<file path="src/hw/rtl/pdhc_pkg.sv">
// Pump duty hysteresis controller package: register indexes, limits,
// duty steps and the structs passed between the block's modules.
// No dependencies.
package pdhc_pkg;

  localparam int unsigned CfgIndexW = 3;
  localparam int unsigned CfgDataW  = 16;

  // Effective target range, 1/16 degree
  localparam logic [9:0] TargetLo = 10'd448;
  localparam logic [9:0] TargetHi = 10'd608;

  // Error thresholds above target, 1/16 degree
  localparam logic signed [12:0] ErrStep3 = 13'sd48;
  localparam logic signed [12:0] ErrStep2 = 13'sd32;
  localparam logic signed [12:0] ErrStep1 = 13'sd16;

  localparam logic [7:0] DutyStep3 = 8'd255;
  localparam logic [7:0] DutyStep2 = 8'd200;
  localparam logic [7:0] DutyStep1 = 8'd160;
  localparam logic [7:0] DutyStep0 = 8'd120;

  typedef enum logic [CfgIndexW-1:0] {
    REG_TARGET_TEMP   = 3'd0,
    REG_HYST_BAND     = 3'd1,
    REG_SKIN_MAX      = 3'd2,
    REG_SKIN_MIN      = 3'd3,
    REG_MIN_RUN_DUTY  = 3'd4,
    REG_RAMP_STEP     = 3'd5,
    REG_KICK_DURATION = 3'd6,
    REG_KICK_DUTY     = 3'd7
  } cfg_reg_t;

  typedef struct packed {
    logic [9:0]         target_temp;
    logic [7:0]         hysteresis_band;
    logic signed [11:0] skin_max;
    logic signed [11:0] skin_min;
    logic [7:0]         min_run_duty;
    logic [7:0]         ramp_step;
    logic [15:0]        kick_duration_ms;
    logic [7:0]         kick_duty;
  } cfg_t;

  typedef struct packed {
    logic [7:0]  current_duty;
    logic        pump_was_on;
    logic [31:0] pump_start_time;
  } ctl_state_t;

  typedef struct packed {
    logic [7:0] ramped_duty;
    logic       drive_write;
    logic [7:0] drive_duty;
    logic       safety_trip;
  } ctl_result_t;

endpackage

</file>
<file path="src/hw/rtl/pdhc_if.sv">
// Request channel interfaces of the pump duty controller: sample in,
// result out. Depends on nothing.
interface pdhc_in_if;
  logic               valid;
  logic               ready;
  logic signed [11:0] temperature;
  logic               temp_valid;
  logic [31:0]        time_ms;

  modport source (output valid, output temperature, output temp_valid,
                  output time_ms, input ready);
  modport sink (input valid, input temperature, input temp_valid,
                input time_ms, output ready);
endinterface

interface pdhc_out_if;
  logic       valid;
  logic       ready;
  logic [7:0] ramped_duty;
  logic       drive_write;
  logic [7:0] drive_duty;
  logic       safety_trip;

  modport source (output valid, output ramped_duty, output drive_write,
                  output drive_duty, output safety_trip, input ready);
  modport sink (input valid, input ramped_duty, input drive_write,
                input drive_duty, input safety_trip, output ready);
endinterface

</file>
<file path="src/hw/rtl/pdhc_cfg_regs.sv">
// Configuration register file of the pump duty controller.
// Depends on pdhc_pkg.
module pdhc_cfg_regs (
  input  logic                          clk,
  input  logic                          rst,
  input  logic                          cfg_we,
  input  logic [pdhc_pkg::CfgIndexW-1:0] cfg_index,
  input  logic [pdhc_pkg::CfgDataW-1:0]  cfg_data,
  output pdhc_pkg::cfg_t                cfg
);

  always_ff @(posedge clk) begin
    if (rst) begin
      cfg.target_temp      <= 10'd544;
      cfg.hysteresis_band  <= 8'd8;
      cfg.skin_max         <= 12'sd640;
      cfg.skin_min         <= 12'sd288;
      cfg.min_run_duty     <= 8'd70;
      cfg.ramp_step        <= 8'd5;
      cfg.kick_duration_ms <= 16'd300;
      cfg.kick_duty        <= 8'd255;
    end else if (cfg_we) begin
      unique case (pdhc_pkg::cfg_reg_t'(cfg_index))
        pdhc_pkg::REG_TARGET_TEMP:   cfg.target_temp      <= cfg_data[9:0];
        pdhc_pkg::REG_HYST_BAND:     cfg.hysteresis_band  <= cfg_data[7:0];
        pdhc_pkg::REG_SKIN_MAX:      cfg.skin_max         <= signed'(cfg_data[11:0]);
        pdhc_pkg::REG_SKIN_MIN:      cfg.skin_min         <= signed'(cfg_data[11:0]);
        pdhc_pkg::REG_MIN_RUN_DUTY:  cfg.min_run_duty     <= cfg_data[7:0];
        pdhc_pkg::REG_RAMP_STEP:     cfg.ramp_step        <= cfg_data[7:0];
        pdhc_pkg::REG_KICK_DURATION: cfg.kick_duration_ms <= cfg_data[15:0];
        pdhc_pkg::REG_KICK_DUTY:     cfg.kick_duty        <= cfg_data[7:0];
        default: ;
      endcase
    end
  end

endmodule

</file>
<file path="src/hw/rtl/pdhc_core.sv">
// Per-tick control logic: safety check, hysteresis request, slew limit,
// minimum run and kick window. Purely combinational. Depends on pdhc_pkg.
module pdhc_core (
  input  pdhc_pkg::cfg_t        cfg,
  input  pdhc_pkg::ctl_state_t  state,
  input  logic signed [11:0]    temperature,
  input  logic                  temp_valid,
  input  logic [31:0]           time_ms,
  output pdhc_pkg::ctl_result_t res,
  output pdhc_pkg::ctl_state_t  state_next
);

  logic [9:0]         tgt;
  logic signed [12:0] err;
  logic signed [12:0] band_s;
  logic               trip;
  logic [7:0]         req;
  logic [8:0]         up_sum;
  logic signed [9:0]  dn_diff;
  logic [7:0]         cur_next;
  logic [7:0]         drv;
  logic               on;
  logic               start;
  logic [31:0]        start_time;
  logic [31:0]        elapsed;

  always_comb begin
    priority if (cfg.target_temp < pdhc_pkg::TargetLo) tgt = pdhc_pkg::TargetLo;
    else if (cfg.target_temp > pdhc_pkg::TargetHi)     tgt = pdhc_pkg::TargetHi;
    else                                               tgt = cfg.target_temp;

    trip   = !temp_valid || (temperature >= cfg.skin_max)
             || (temperature <= cfg.skin_min);
    err    = {temperature[11], temperature} - signed'({3'b000, tgt});
    band_s = signed'({5'b00000, cfg.hysteresis_band});

    priority if (trip)                          req = 8'd0;
    else if (err <= band_s && err >= -band_s)   req = state.current_duty;
    else if (err > band_s) begin
      priority if (err > pdhc_pkg::ErrStep3)      req = pdhc_pkg::DutyStep3;
      else if (err > pdhc_pkg::ErrStep2)          req = pdhc_pkg::DutyStep2;
      else if (err > pdhc_pkg::ErrStep1)          req = pdhc_pkg::DutyStep1;
      else                                        req = pdhc_pkg::DutyStep0;
    end
    else if (state.current_duty <= cfg.min_run_duty) req = 8'd0;
    else                                        req = cfg.min_run_duty;

    // slew limit
    up_sum  = {1'b0, state.current_duty} + {1'b0, cfg.ramp_step};
    dn_diff = signed'({2'b00, state.current_duty}) - signed'({2'b00, cfg.ramp_step});
    priority if (req > state.current_duty)
      cur_next = (up_sum > {1'b0, req}) ? req : up_sum[7:0];
    else if (req < state.current_duty)
      cur_next = (dn_diff < signed'({2'b00, req})) ? req : dn_diff[7:0];
    else
      cur_next = state.current_duty;

    // drive stage
    if (cur_next == 8'd0)                drv = 8'd0;
    else if (cur_next < cfg.min_run_duty) drv = cfg.min_run_duty;
    else                                 drv = cur_next;
    on         = cur_next != 8'd0;
    start      = on && !state.pump_was_on;
    start_time = start ? time_ms : state.pump_start_time;
    elapsed    = time_ms - start_time;

    res.ramped_duty = cur_next;
    res.safety_trip = trip;
    priority if (on && elapsed >= {16'd0, cfg.kick_duration_ms}) begin
      res.drive_write = 1'b1;
      res.drive_duty  = drv;
    end else if (!on) begin
      res.drive_write = 1'b1;
      res.drive_duty  = 8'd0;
    end else if (start) begin
      res.drive_write = 1'b1;
      res.drive_duty  = cfg.kick_duty;
    end else begin
      res.drive_write = 1'b0;
      res.drive_duty  = 8'd0;
    end

    state_next.current_duty    = cur_next;
    state_next.pump_was_on     = on;
    state_next.pump_start_time = start_time;
  end

endmodule

</file>
<file path="src/hw/rtl/pump_duty_hysteresis_controller.sv">
// Pump duty hysteresis controller, top level: one result request for every
// sample request, one sample per clock sustained while the sink takes results.
// A sample is registered in the input register on acceptance and its result
// then in the output register, which holds it while the sink stalls; the
// input register keeps taking samples until both registers are full.
// The loop through current duty, pump state and start time closes within the
// single compute stage, so consecutive samples see each other's state.
// Depends on pdhc_pkg, pdhc_if, pdhc_cfg_regs and pdhc_core.
module pump_duty_hysteresis_controller (
  input  logic                           clk,
  input  logic                           rst,
  input  logic                           cfg_we,
  input  logic [pdhc_pkg::CfgIndexW-1:0] cfg_index,
  input  logic [pdhc_pkg::CfgDataW-1:0]  cfg_data,
  pdhc_in_if.sink                        sample,
  pdhc_out_if.source                     result
);

  pdhc_pkg::cfg_t        cfg;
  pdhc_pkg::ctl_state_t  state;
  pdhc_pkg::ctl_state_t  state_next;
  pdhc_pkg::ctl_result_t core_res;
  pdhc_pkg::ctl_result_t res_q;

  logic               s1_valid;
  logic signed [11:0] s1_temperature;
  logic               s1_temp_valid;
  logic [31:0]        s1_time_ms;
  logic               o_valid;
  logic               advance;
  logic               fire;

  pdhc_cfg_regs u_cfg (
    .clk       (clk),
    .rst       (rst),
    .cfg_we    (cfg_we),
    .cfg_index (cfg_index),
    .cfg_data  (cfg_data),
    .cfg       (cfg)
  );

  pdhc_core u_core (
    .cfg         (cfg),
    .state       (state),
    .temperature (s1_temperature),
    .temp_valid  (s1_temp_valid),
    .time_ms     (s1_time_ms),
    .res         (core_res),
    .state_next  (state_next)
  );

  assign advance      = !o_valid || result.ready;
  assign fire         = s1_valid && advance;
  assign sample.ready = !s1_valid || advance;

  always_ff @(posedge clk) begin
    if (rst) begin
      s1_valid <= 1'b0;
    end else if (sample.ready) begin
      s1_valid <= sample.valid;
    end
  end

  always_ff @(posedge clk) begin
    if (sample.valid && sample.ready) begin
      s1_temperature <= sample.temperature;
      s1_temp_valid  <= sample.temp_valid;
      s1_time_ms     <= sample.time_ms;
    end
  end

  always_ff @(posedge clk) begin
    if (rst) begin
      o_valid <= 1'b0;
    end else if (advance) begin
      o_valid <= s1_valid;
    end
  end

  always_ff @(posedge clk) begin
    if (fire) begin
      res_q <= core_res;
    end
  end

  always_ff @(posedge clk) begin
    if (rst) begin
      state <= '0;
    end else if (fire) begin
      state <= state_next;
    end
  end

  assign result.valid       = o_valid;
  assign result.ramped_duty = res_q.ramped_duty;
  assign result.drive_write = res_q.drive_write;
  assign result.drive_duty  = res_q.drive_duty;
  assign result.safety_trip = res_q.safety_trip;

  // pump flag tracks nonzero duty
  a_was_on_tracks_duty: assert property (@(posedge clk) disable iff (rst)
    state.pump_was_on == (state.current_duty != 8'd0))
    else $error("pump_was_on out of step with current_duty");

  // no write means no duty
  a_nowrite_zero: assert property (@(posedge clk) disable iff (rst)
    o_valid && !res_q.drive_write |-> res_q.drive_duty == 8'd0)
    else $error("drive_duty nonzero without a write");

  // zero duty always writes the pump off
  a_zero_duty_off: assert property (@(posedge clk) disable iff (rst)
    o_valid && res_q.ramped_duty == 8'd0 |-> res_q.drive_write
      && res_q.drive_duty == 8'd0)
    else $error("zero duty did not switch the pump off");

  // state moves only when a result is produced
  a_state_on_fire: assert property (@(posedge clk) disable iff (rst)
    !fire |=> $stable(state))
    else $error("controller state changed without a sample");

endmodule
</file>
<file path="src/flat_wrapper.sv">
// flat-port wrapper written by rule: the top's interface ports become plain ports
module pump_duty_hysteresis_controller_flat 
  (clk, rst, cfg_we, cfg_index, cfg_data, sample_valid, sample_temperature, sample_temp_valid, sample_time_ms, sample_ready, result_valid, result_ramped_duty, result_drive_write, result_drive_duty, result_safety_trip, result_ready);
  pdhc_in_if sample_i ();
  pdhc_out_if result_i ();
  input  logic clk;
  input  logic rst;
  input  logic cfg_we;
  input  logic [pdhc_pkg::CfgIndexW-1:0] cfg_index;
  input  logic [pdhc_pkg::CfgDataW-1:0] cfg_data;
  input wire logic [$bits(sample_i.valid)-1:0] sample_valid;
  input wire logic [$bits(sample_i.temperature)-1:0] sample_temperature;
  input wire logic [$bits(sample_i.temp_valid)-1:0] sample_temp_valid;
  input wire logic [$bits(sample_i.time_ms)-1:0] sample_time_ms;
  output wire logic [$bits(sample_i.ready)-1:0] sample_ready;
  output wire logic [$bits(result_i.valid)-1:0] result_valid;
  output wire logic [$bits(result_i.ramped_duty)-1:0] result_ramped_duty;
  output wire logic [$bits(result_i.drive_write)-1:0] result_drive_write;
  output wire logic [$bits(result_i.drive_duty)-1:0] result_drive_duty;
  output wire logic [$bits(result_i.safety_trip)-1:0] result_safety_trip;
  input wire logic [$bits(result_i.ready)-1:0] result_ready;
  assign sample_i.valid = sample_valid;
  assign sample_i.temperature = sample_temperature;
  assign sample_i.temp_valid = sample_temp_valid;
  assign sample_i.time_ms = sample_time_ms;
  assign sample_ready = sample_i.ready;
  assign result_valid = result_i.valid;
  assign result_ramped_duty = result_i.ramped_duty;
  assign result_drive_write = result_i.drive_write;
  assign result_drive_duty = result_i.drive_duty;
  assign result_safety_trip = result_i.safety_trip;
  assign result_i.ready = result_ready;
  pump_duty_hysteresis_controller u_core (.clk(clk), .rst(rst), .cfg_we(cfg_we), .cfg_index(cfg_index), .cfg_data(cfg_data), .sample(sample_i), .result(result_i));
endmodule
</file>
<file path="config.mk">
export PLATFORM = sky130hd
export DESIGN_NAME = pump_duty_hysteresis_controller_flat
export DESIGN_NICKNAME = d
export VERILOG_FILES = /design/src/hw/rtl/pdhc_pkg.sv /design/src/hw/rtl/pdhc_if.sv /design/src/hw/rtl/pdhc_cfg_regs.sv /design/src/hw/rtl/pdhc_core.sv /design/src/hw/rtl/pump_duty_hysteresis_controller.sv /design/src/flat_wrapper.sv
export SDC_FILE = /design/constraint.sdc
export NUM_CORES = 1
export LEC_CHECK = 0
export ABC_AREA = 1
export BUFFER_PORTS_ARGS = -buffer_cell sky130_fd_sc_hd__buf_2
export CELL_PAD_IN_SITES_DETAIL_PLACEMENT = 1
export CELL_PAD_IN_SITES_GLOBAL_PLACEMENT = 1
export CORE_MARGIN = 3
export CORE_UTILIZATION = 45
export CTS_CLUSTER_SIZE = 30
export DETAILED_ROUTE_END_ITERATION = 8
export PLACE_DENSITY_LB_ADDON = 0.1
export SYNTH_ARGS = -nofsm -noshare
export SYNTH_HDL_FRONTEND = slang
export SYNTH_SLANG_ARGS = --single-unit
</file>
<file path="constraint.sdc">
create_clock -name clk -period 12.12 [get_ports clk]
set_input_delay 1.818 -clock clk [delete_from_list [all_inputs] [get_ports clk]]
set_output_delay 1.818 -clock clk [all_outputs]
set_load 0.005 [all_outputs]
</file>
==> results.py, run 1 <==
metrics = {
    "routing": {
        "wl_mm": 42.0,
        "vias": 12668,
        "vias_per_cell": 5.49,
        "drc": 0,
        "wire_per_inst_um": 18.2,
        "drtIter0Drc": 693,
        "ant_nets": 0,
        "first_pass_iters": 5,
    },
    "global_route": {
        "grt_first_pass_wirelength_mm": 68.7,
        "grt_pass1_vias": 13198,
        "grt_usage": 0.260,
        "grt_overflow": 0,
        "antenna_found_initial": 1,
        "grt_max_degree": 77,
    },
    "layout": {
        "fillers": 3792,
        "mostFrequentLayoutCells": "374 x nand2_1, 272 x inv_1, 171 x a21oi_1",
        "final_area_um2": 15100,
        "regArea_um2": 4390,
        "drive_gt1_frac": 0.105,
        "multi_input_area_um2": 7920,
        "syn2layout_area_growth_pct": 11.4,
        "mostFrequentLayoutCell": "nand2_1",
        "final_nets": 2135,
    },
    "yosys": {
        "synth_area_per_cell_um2": 7.40,
        "seq_area_frac_synth": 0.324,
        "synth_cell_type_count": 52,
        "ys_warn_count": 0,
        "synth_cells": 1830,
        "ys.flop_type": "dfxtp_1",
        "synthesis.nets": 2054,
        "synth-edff-count": 63,
        "async_flop_share": 0,
        "synth-seq-cells": 188,
        "synthesis.area_um2": 13500,
    },
    "power_and_ir_drop": {
        "ir_worst_vdd_mv": 0.122,
        "power_mw": 2.60,
        "power.leakage_nw": 7.26,
        "cellPowerDensity_nw_per_um2": 172,
    },
    "hold_path": {
        "min_to": "u_core.u_cfg.cfg[12]",
        "hold_path_class": "reg -> reg",
        "hp-start": "u_core.u_cfg.cfg[12]",
        "holdPathStages": 2,
    },
    "timing": {
        "post-route-period-util": 0.899,
        "finalHoldViolCount": 0,
        "fin_tns_setup_ns": 0,
        "slew_headroom": 0.251,
        "period_needed_ns": 10.90,
        "setup_viol": 0,
        "fmax_ghz": 0.0918,
        "finClkSkew_ns": 0.0164,
        "maxSlewViolCount": 0,
        "rsz0062_at_grt": "no",
        "worst_pin_slew_ns": 1.12,
    },
    "floorplanning": {
        "dieArea_um2": 32200,
        "die_w_um": 179,
        "core_region_area_um2": 29200,
        "start_util": 0.464,
        "boundaryPins": 89,
        "die_h_um": 179,
        "rows": 62,
    },
    "worst_setup_path": {
        "crit_slowest_cell": "fa_1",
        "crit_required_ns": 12.34,
        "r2r-start": "u_core.u_cfg.cfg[74]",
        "slowest_delay_ns": 0.44,
        "start_kind": "flop",
        "crit_path_max_fanout": 10,
        "end_kind": "flop",
        "regToRegSetupSlack_ns": 1.22,
        "cp.arrival_ns": 11.11,
        "reg2reg_depth": 76,
        "cp_common_cell": "nand2_1",
        "reg2reg_to": "u_core.result.drive_duty[3]",
        "crit_type": "reg -> reg",
    },
    "clock_tree": {
        "cts_hold_buf": 0,
        "path_clk_slew_ns": 0.08,
        "clockBufferDepth": 2,
        "cts_tree": "done",
        "clockRootBuffer": "clkbuf_16",
        "h-tree-depth": 4,
        "cts_buffers": 17,
        "clk-insertion-delay-late_ns": 0.46,
        "cts_num_sinks": 188,
    },
    "status": {
        "status": "finished, final reports clean",
    },
    "placement": {
        "placed_area_um2": 14300,
        "place_hpwl_mm": 32.6,
        "place.gp.congestion": 0.912,
        "portBuffers": 88,
    },
    "job": {
        "cap_violations": 0,
    },
}
## cell usage after synthesis, types with 4 or more instances
| cell | instances | area [um^2] |
|---|---|---|
| a211oi_1 | 5 | 37.5 |
| a21oi_1 | 171 | 856 |
| clkbuf_1 | 35 | 131 |
| clkinv_1 | 7 | 26.3 |
| dfxtp_1 | 125 | 2500 |
| edfxtp_1 | 63 | 1890 |
| fa_1 | 4 | 80.1 |
| ha_1 | 151 | 1890 |
| inv_1 | 274 | 1030 |
| inv_2 | 10 | 37.5 |
| mux2i_1 | 22 | 220 |
| nand2_1 | 377 | 1420 |
| nand2_2 | 11 | 68.8 |
| nand2_4 | 6 | 67.6 |
| nand3_1 | 108 | 541 |
| nand3_2 | 4 | 40.0 |
| nand3b_1 | 6 | 45.0 |
| nand4_1 | 31 | 194 |
| nor2_1 | 113 | 424 |
| nor2_2 | 7 | 43.8 |
| nor2_4 | 5 | 56.3 |
| nor3_1 | 14 | 70.1 |
| o211ai_1 | 50 | 375 |
| o21ai_0 | 130 | 651 |
| o21ai_1 | 5 | 25.0 |
| o21ai_2 | 4 | 35.0 |
| o21bai_1 | 17 | 128 |
| xnor2_1 | 14 | 123 |
| xor2_1 | 24 | 210 |
## what timing repair did
item,in CTS,in global routing
endpoints found under the setup margin,0,9
buffers inserted,0,10
gates resized for setup,0,13
## sequential cells by signal, summed over array words and instances (netlist names)
register and flops:
u_core.state 41, u_core.result.drive_duty 8, u_core.s1_valid 1, u_core.u_cfg.cfg 82, u_core.s1_temperature 12, u_core.s1_temp_valid 1, u_core.s1_time_ms 32, u_core.result.safety_trip 1
u_core.result.ramped_duty 8, u_core.result.drive_write 1, u_core.result.valid 1
## worst max path at each step
| stage | cells after the start | to | slack (ns) | from |
|---|---|---|---|---|
| 5_1_grt | 76 | u_core.result.drive_duty[4] | 0.002 | u_core.u_cfg.cfg[74] |
| 3_5_place_dp | 72 | u_core.result.drive_duty[4] | 0.43 | u_core.u_cfg.cfg[74] |
| 4_1_cts | 72 | u_core.result.drive_duty[3] | 0.36 | u_core.u_cfg.cfg[74] |
| 6_report | 76 | u_core.result.drive_duty[3] | 1.22 | u_core.u_cfg.cfg[74] |
| 2_1_floorplan | 77 | u_core.result.drive_duty[0] | 1.72 | u_core.u_cfg.cfg[74] |
| 3_3_place_gp | 70 | u_core.result.drive_duty[4] | 0.95 | u_core.u_cfg.cfg[74] |
## per-stage QoR
step / hold WS [ns] / worst slack [ns] / cells / utilization
final: 0.470 / 1.22 / 2309 / 0.517
after floorplan: 0.429 / 1.72 / 1830 / -
after CTS: 0.469 / 0.357 / 2298 / 0.513
after detailed placement: 0.457 / 0.432 / 2266 / 0.491
after global placement: 0.446 / 0.952 / 2266 / 0.491
after global routing: 0.495 / 0.00204 / 2309 / 0.517
## logic make-up (layout without fill, tap and decap cells)
logic type,Yosys count,count (layout),synth area share
compound gates,396,396,0.164
xor+xnor,38,38,0.0246
fa+ha+maj,155,155,0.145
buf+inv,333,427,0.0944
flops,188,188,0.324
mux,22,22,0.0163
other cells,0,1,0
simple gates,698,698,0.231
## layout make-up
class                   instances  area share
flip-flops and latches        188       0.291
clock inverters                13      0.0104
well taps                     384      0.0319
diodes                          1    0.000166
inverters                     292      0.0728
multi-input cells            1309       0.525
clock buffers                  19      0.0315
repair buffers                103      0.0367
## metal layers
metal / GRT usage / routed length (um) / part of all wire
met5: 0 / 0 / 0
met4: 0.0851 / 1120 / 0.027
met3: 0.0376 / 1580 / 0.037
met2: 0.446 / 20200 / 0.48
met1: 0.338 / 19100 / 0.46
## power breakdown
part / switching [mW] / internal, mW / leakage (nW) / total [mW]
Sequential: 0.0330 / 0.714 / 1.63 / 0.747
Clock: 0.293 / 0.304 / 0.311 / 0.597
Combinational: 0.812 / 0.441 / 5.32 / 1.25
Total: 1.14 / 1.46 / 7.26 / 2.60
## critical path, delay by kind of cell, from the launching register on
family | cells | cell delay [ns]
and+or+nand+nor | 40 | 4.53
AOI/OAI and AO/OA | 17 | 2.29
adders and majority gates | 7 | 2.12
DFF | 1 | 0.33
buffers and inverters | 10 | 1.02
xor gates and xnor gates | 2 | 0.33
(Power assumes the default switching activity.)
==> run 2, diff against run 1 <==
- CORE_MARGIN: 3 -> 8
- SKIP_CTS_REPAIR_TIMING: unset -> 1
==> results.py, run 2 (synthesized netlist as in run 1, its figures left out) <==
metrics = {
    "worst_setup_path": {
        "start_kind": "flop",
        "crit_required_ns": 12.43,
        "crit_path_max_fanout": 13,
        "slowest_delay_ns": 0.43,
        "crit_family": "simple AND/OR/NAND/NOR gates",
        "crit_buf_inv": 11,
        "end_kind": "flop",
        "cp.arrival_ns": 11.22,
        "crit_type": "reg -> reg",
        "cp_common_cell": "nand2_1",
        "crit_slowest_cell": "fa_1",
    },
    "placement": {
        "place_hpwl_mm": 33.1,
        "portBuffers": 88,
        "placed_area_um2": 14300,
        "place.gp.congestion": 0.939,
    },
    "layout": {
        "mostFrequentLayoutCells": "374 x nand2_1, 272 x inv_1, 170 x a21oi_1",
        "top_regs": "u_core.u_cfg.cfg x82, u_core.state x41, u_core.s1_time_ms x32",
        "largest-register": "u_core.u_cfg.cfg",
        "drive_gt1_frac": 0.103,
        "mostFrequentLayoutCell": "nand2_1",
        "syn2layout_area_growth_pct": 10.7,
        "num_antenna_cells": 0,
        "final_area_um2": 15000,
        "largest_reg_flops": 82,
        "final_nets": 2132,
    },
    "hold_path": {
        "hold_path_class": "reg -> reg",
    },
    "timing": {
        "post-route-period-util": 0.900,
        "fin_tns_setup_ns": 0,
        "whs_ns": 0.468,
        "period_needed_ns": 10.91,
        "worst_pin_slew_ns": 0.980,
        "maxSlewViolCount": 0,
        "setup_viol": 0,
        "finalHoldViolCount": 0,
        "slew_headroom": 0.347,
        "fmax_ghz": 0.0917,
        "finClkSkew_ns": 0.0123,
        "rsz0062_at_grt": "no",
    },
    "global_route": {
        "grt_overflow": 0,
        "grt_first_pass_wirelength_mm": 68.8,
        "antenna_found_initial": 0,
        "grt_usage": 0.237,
        "grt_pass1_vias": 13387,
        "grt_max_degree": 67,
    },
    "clock_tree": {
        "cts_buffers": 17,
        "h-tree-depth": 4,
        "path_clk_slew_ns": 0.08,
        "clockRootBuffer": "clkbuf_16",
        "clockBufferDepth": 2,
        "cts_num_sinks": 188,
        "cts_tree": "done",
        "clk-insertion-delay-late_ns": 0.45,
    },
    "routing": {
        "ant_nets": 0,
        "vias_per_cell": 5.42,
        "wire_per_inst_um": 18.3,
        "wl_mm": 42.2,
        "vias": 12532,
        "drc": 0,
        "drtIter0Drc": 491,
        "first_pass_iters": 5,
    },
    "power_and_ir_drop": {
        "ir_worst_vdd_mv": 0.105,
        "power.leakage_nw": 7.21,
        "cellPowerDensity_nw_per_um2": 169,
        "power_mw": 2.54,
    },
    "floorplanning": {
        "boundaryPins": 89,
        "dieArea_um2": 35900,
        "rows": 63,
        "core_region_area_um2": 29600,
        "start_util": 0.457,
        "die_w_um": 189,
        "die_h_um": 189,
    },
    "status": {
        "status": "finished, final reports clean",
    },
    "job": {
        "cap_violations": 0,
    },
}
## run 2: cell types whose count changed in the layout (fill, tap and decap cells not counted), moves of 2 or more
| cell | change |
|---|---|
| inv_8 | -2 |
| o21ai_0 | +2 |
| inv_6 | +2 |
| clkbuf_1 | +3 |
| o21ai_1 | -2 |
| buf_4 | -4 |
| clkinv_8 | -4 |
## run 2: worst reg2reg max path, delay by kind of cell (launching register included)
family	cells	cell delay, ns
AOI/OAI and AO/OA	17	2.42
xor gates and xnor gates	2	0.35
adders and majority gates	7	2.12
buffers and inverters	11	1.06
DFF	1	0.32
and+or+nand+nor	35	4.49
## run 2: area by class of cell
type,instances,area [um^2]
clock buffer,23,500
tap,390,488
inverter,292,1100
multi-input combinational,1309,7910
timing repair buffer,100,528
sequential,188,4390
clock inverter,9,73.8
fill,3830,14600
## run 2: routing by layer
metal / up-vias / track usage / part of all wire
met3: 66 / 0.0346 / 0.031
met1: 6027 / 0.278 / 0.43
met5: - / 0 / 0
met2: 172 / 0.438 / 0.51
met4: 0 / 0.0722 / 0.025
li1: 6267 / - / -
## run 2: worst paths after layout
kind / from / end / slack (ns) / depth (start not counted)
hold reg to reg: u_core.u_cfg.cfg[62] / u_core.u_cfg.cfg[62] / 0.47 / 2
setup reg to reg: u_core.u_cfg.cfg[74] / u_core.result.drive_duty[4] / 1.21 / 72
hold / removal: u_core.u_cfg.cfg[62] / u_core.u_cfg.cfg[62] / 0.47 / 2
setup / recovery: u_core.u_cfg.cfg[74] / u_core.result.drive_duty[4] / 1.21 / 72
## run 2: metrics by stage
stage                     worst slack [ns]  instances   util
final                                 1.21       2311  0.506
after global routing                0.0201       2311  0.506
after CTS                            0.362       2302  0.502
after detailed placement             0.463       2270  0.483
after global placement               0.983       2270  0.483
after floorplan                       1.72       1830      -
## run 2: where the power goes
part / leakage, nW / internal, mW / switching, mW
Sequential: 1.63 / 0.714 / 0.0339
Clock: 0.284 / 0.298 / 0.268
Combinational: 5.30 / 0.431 / 0.794
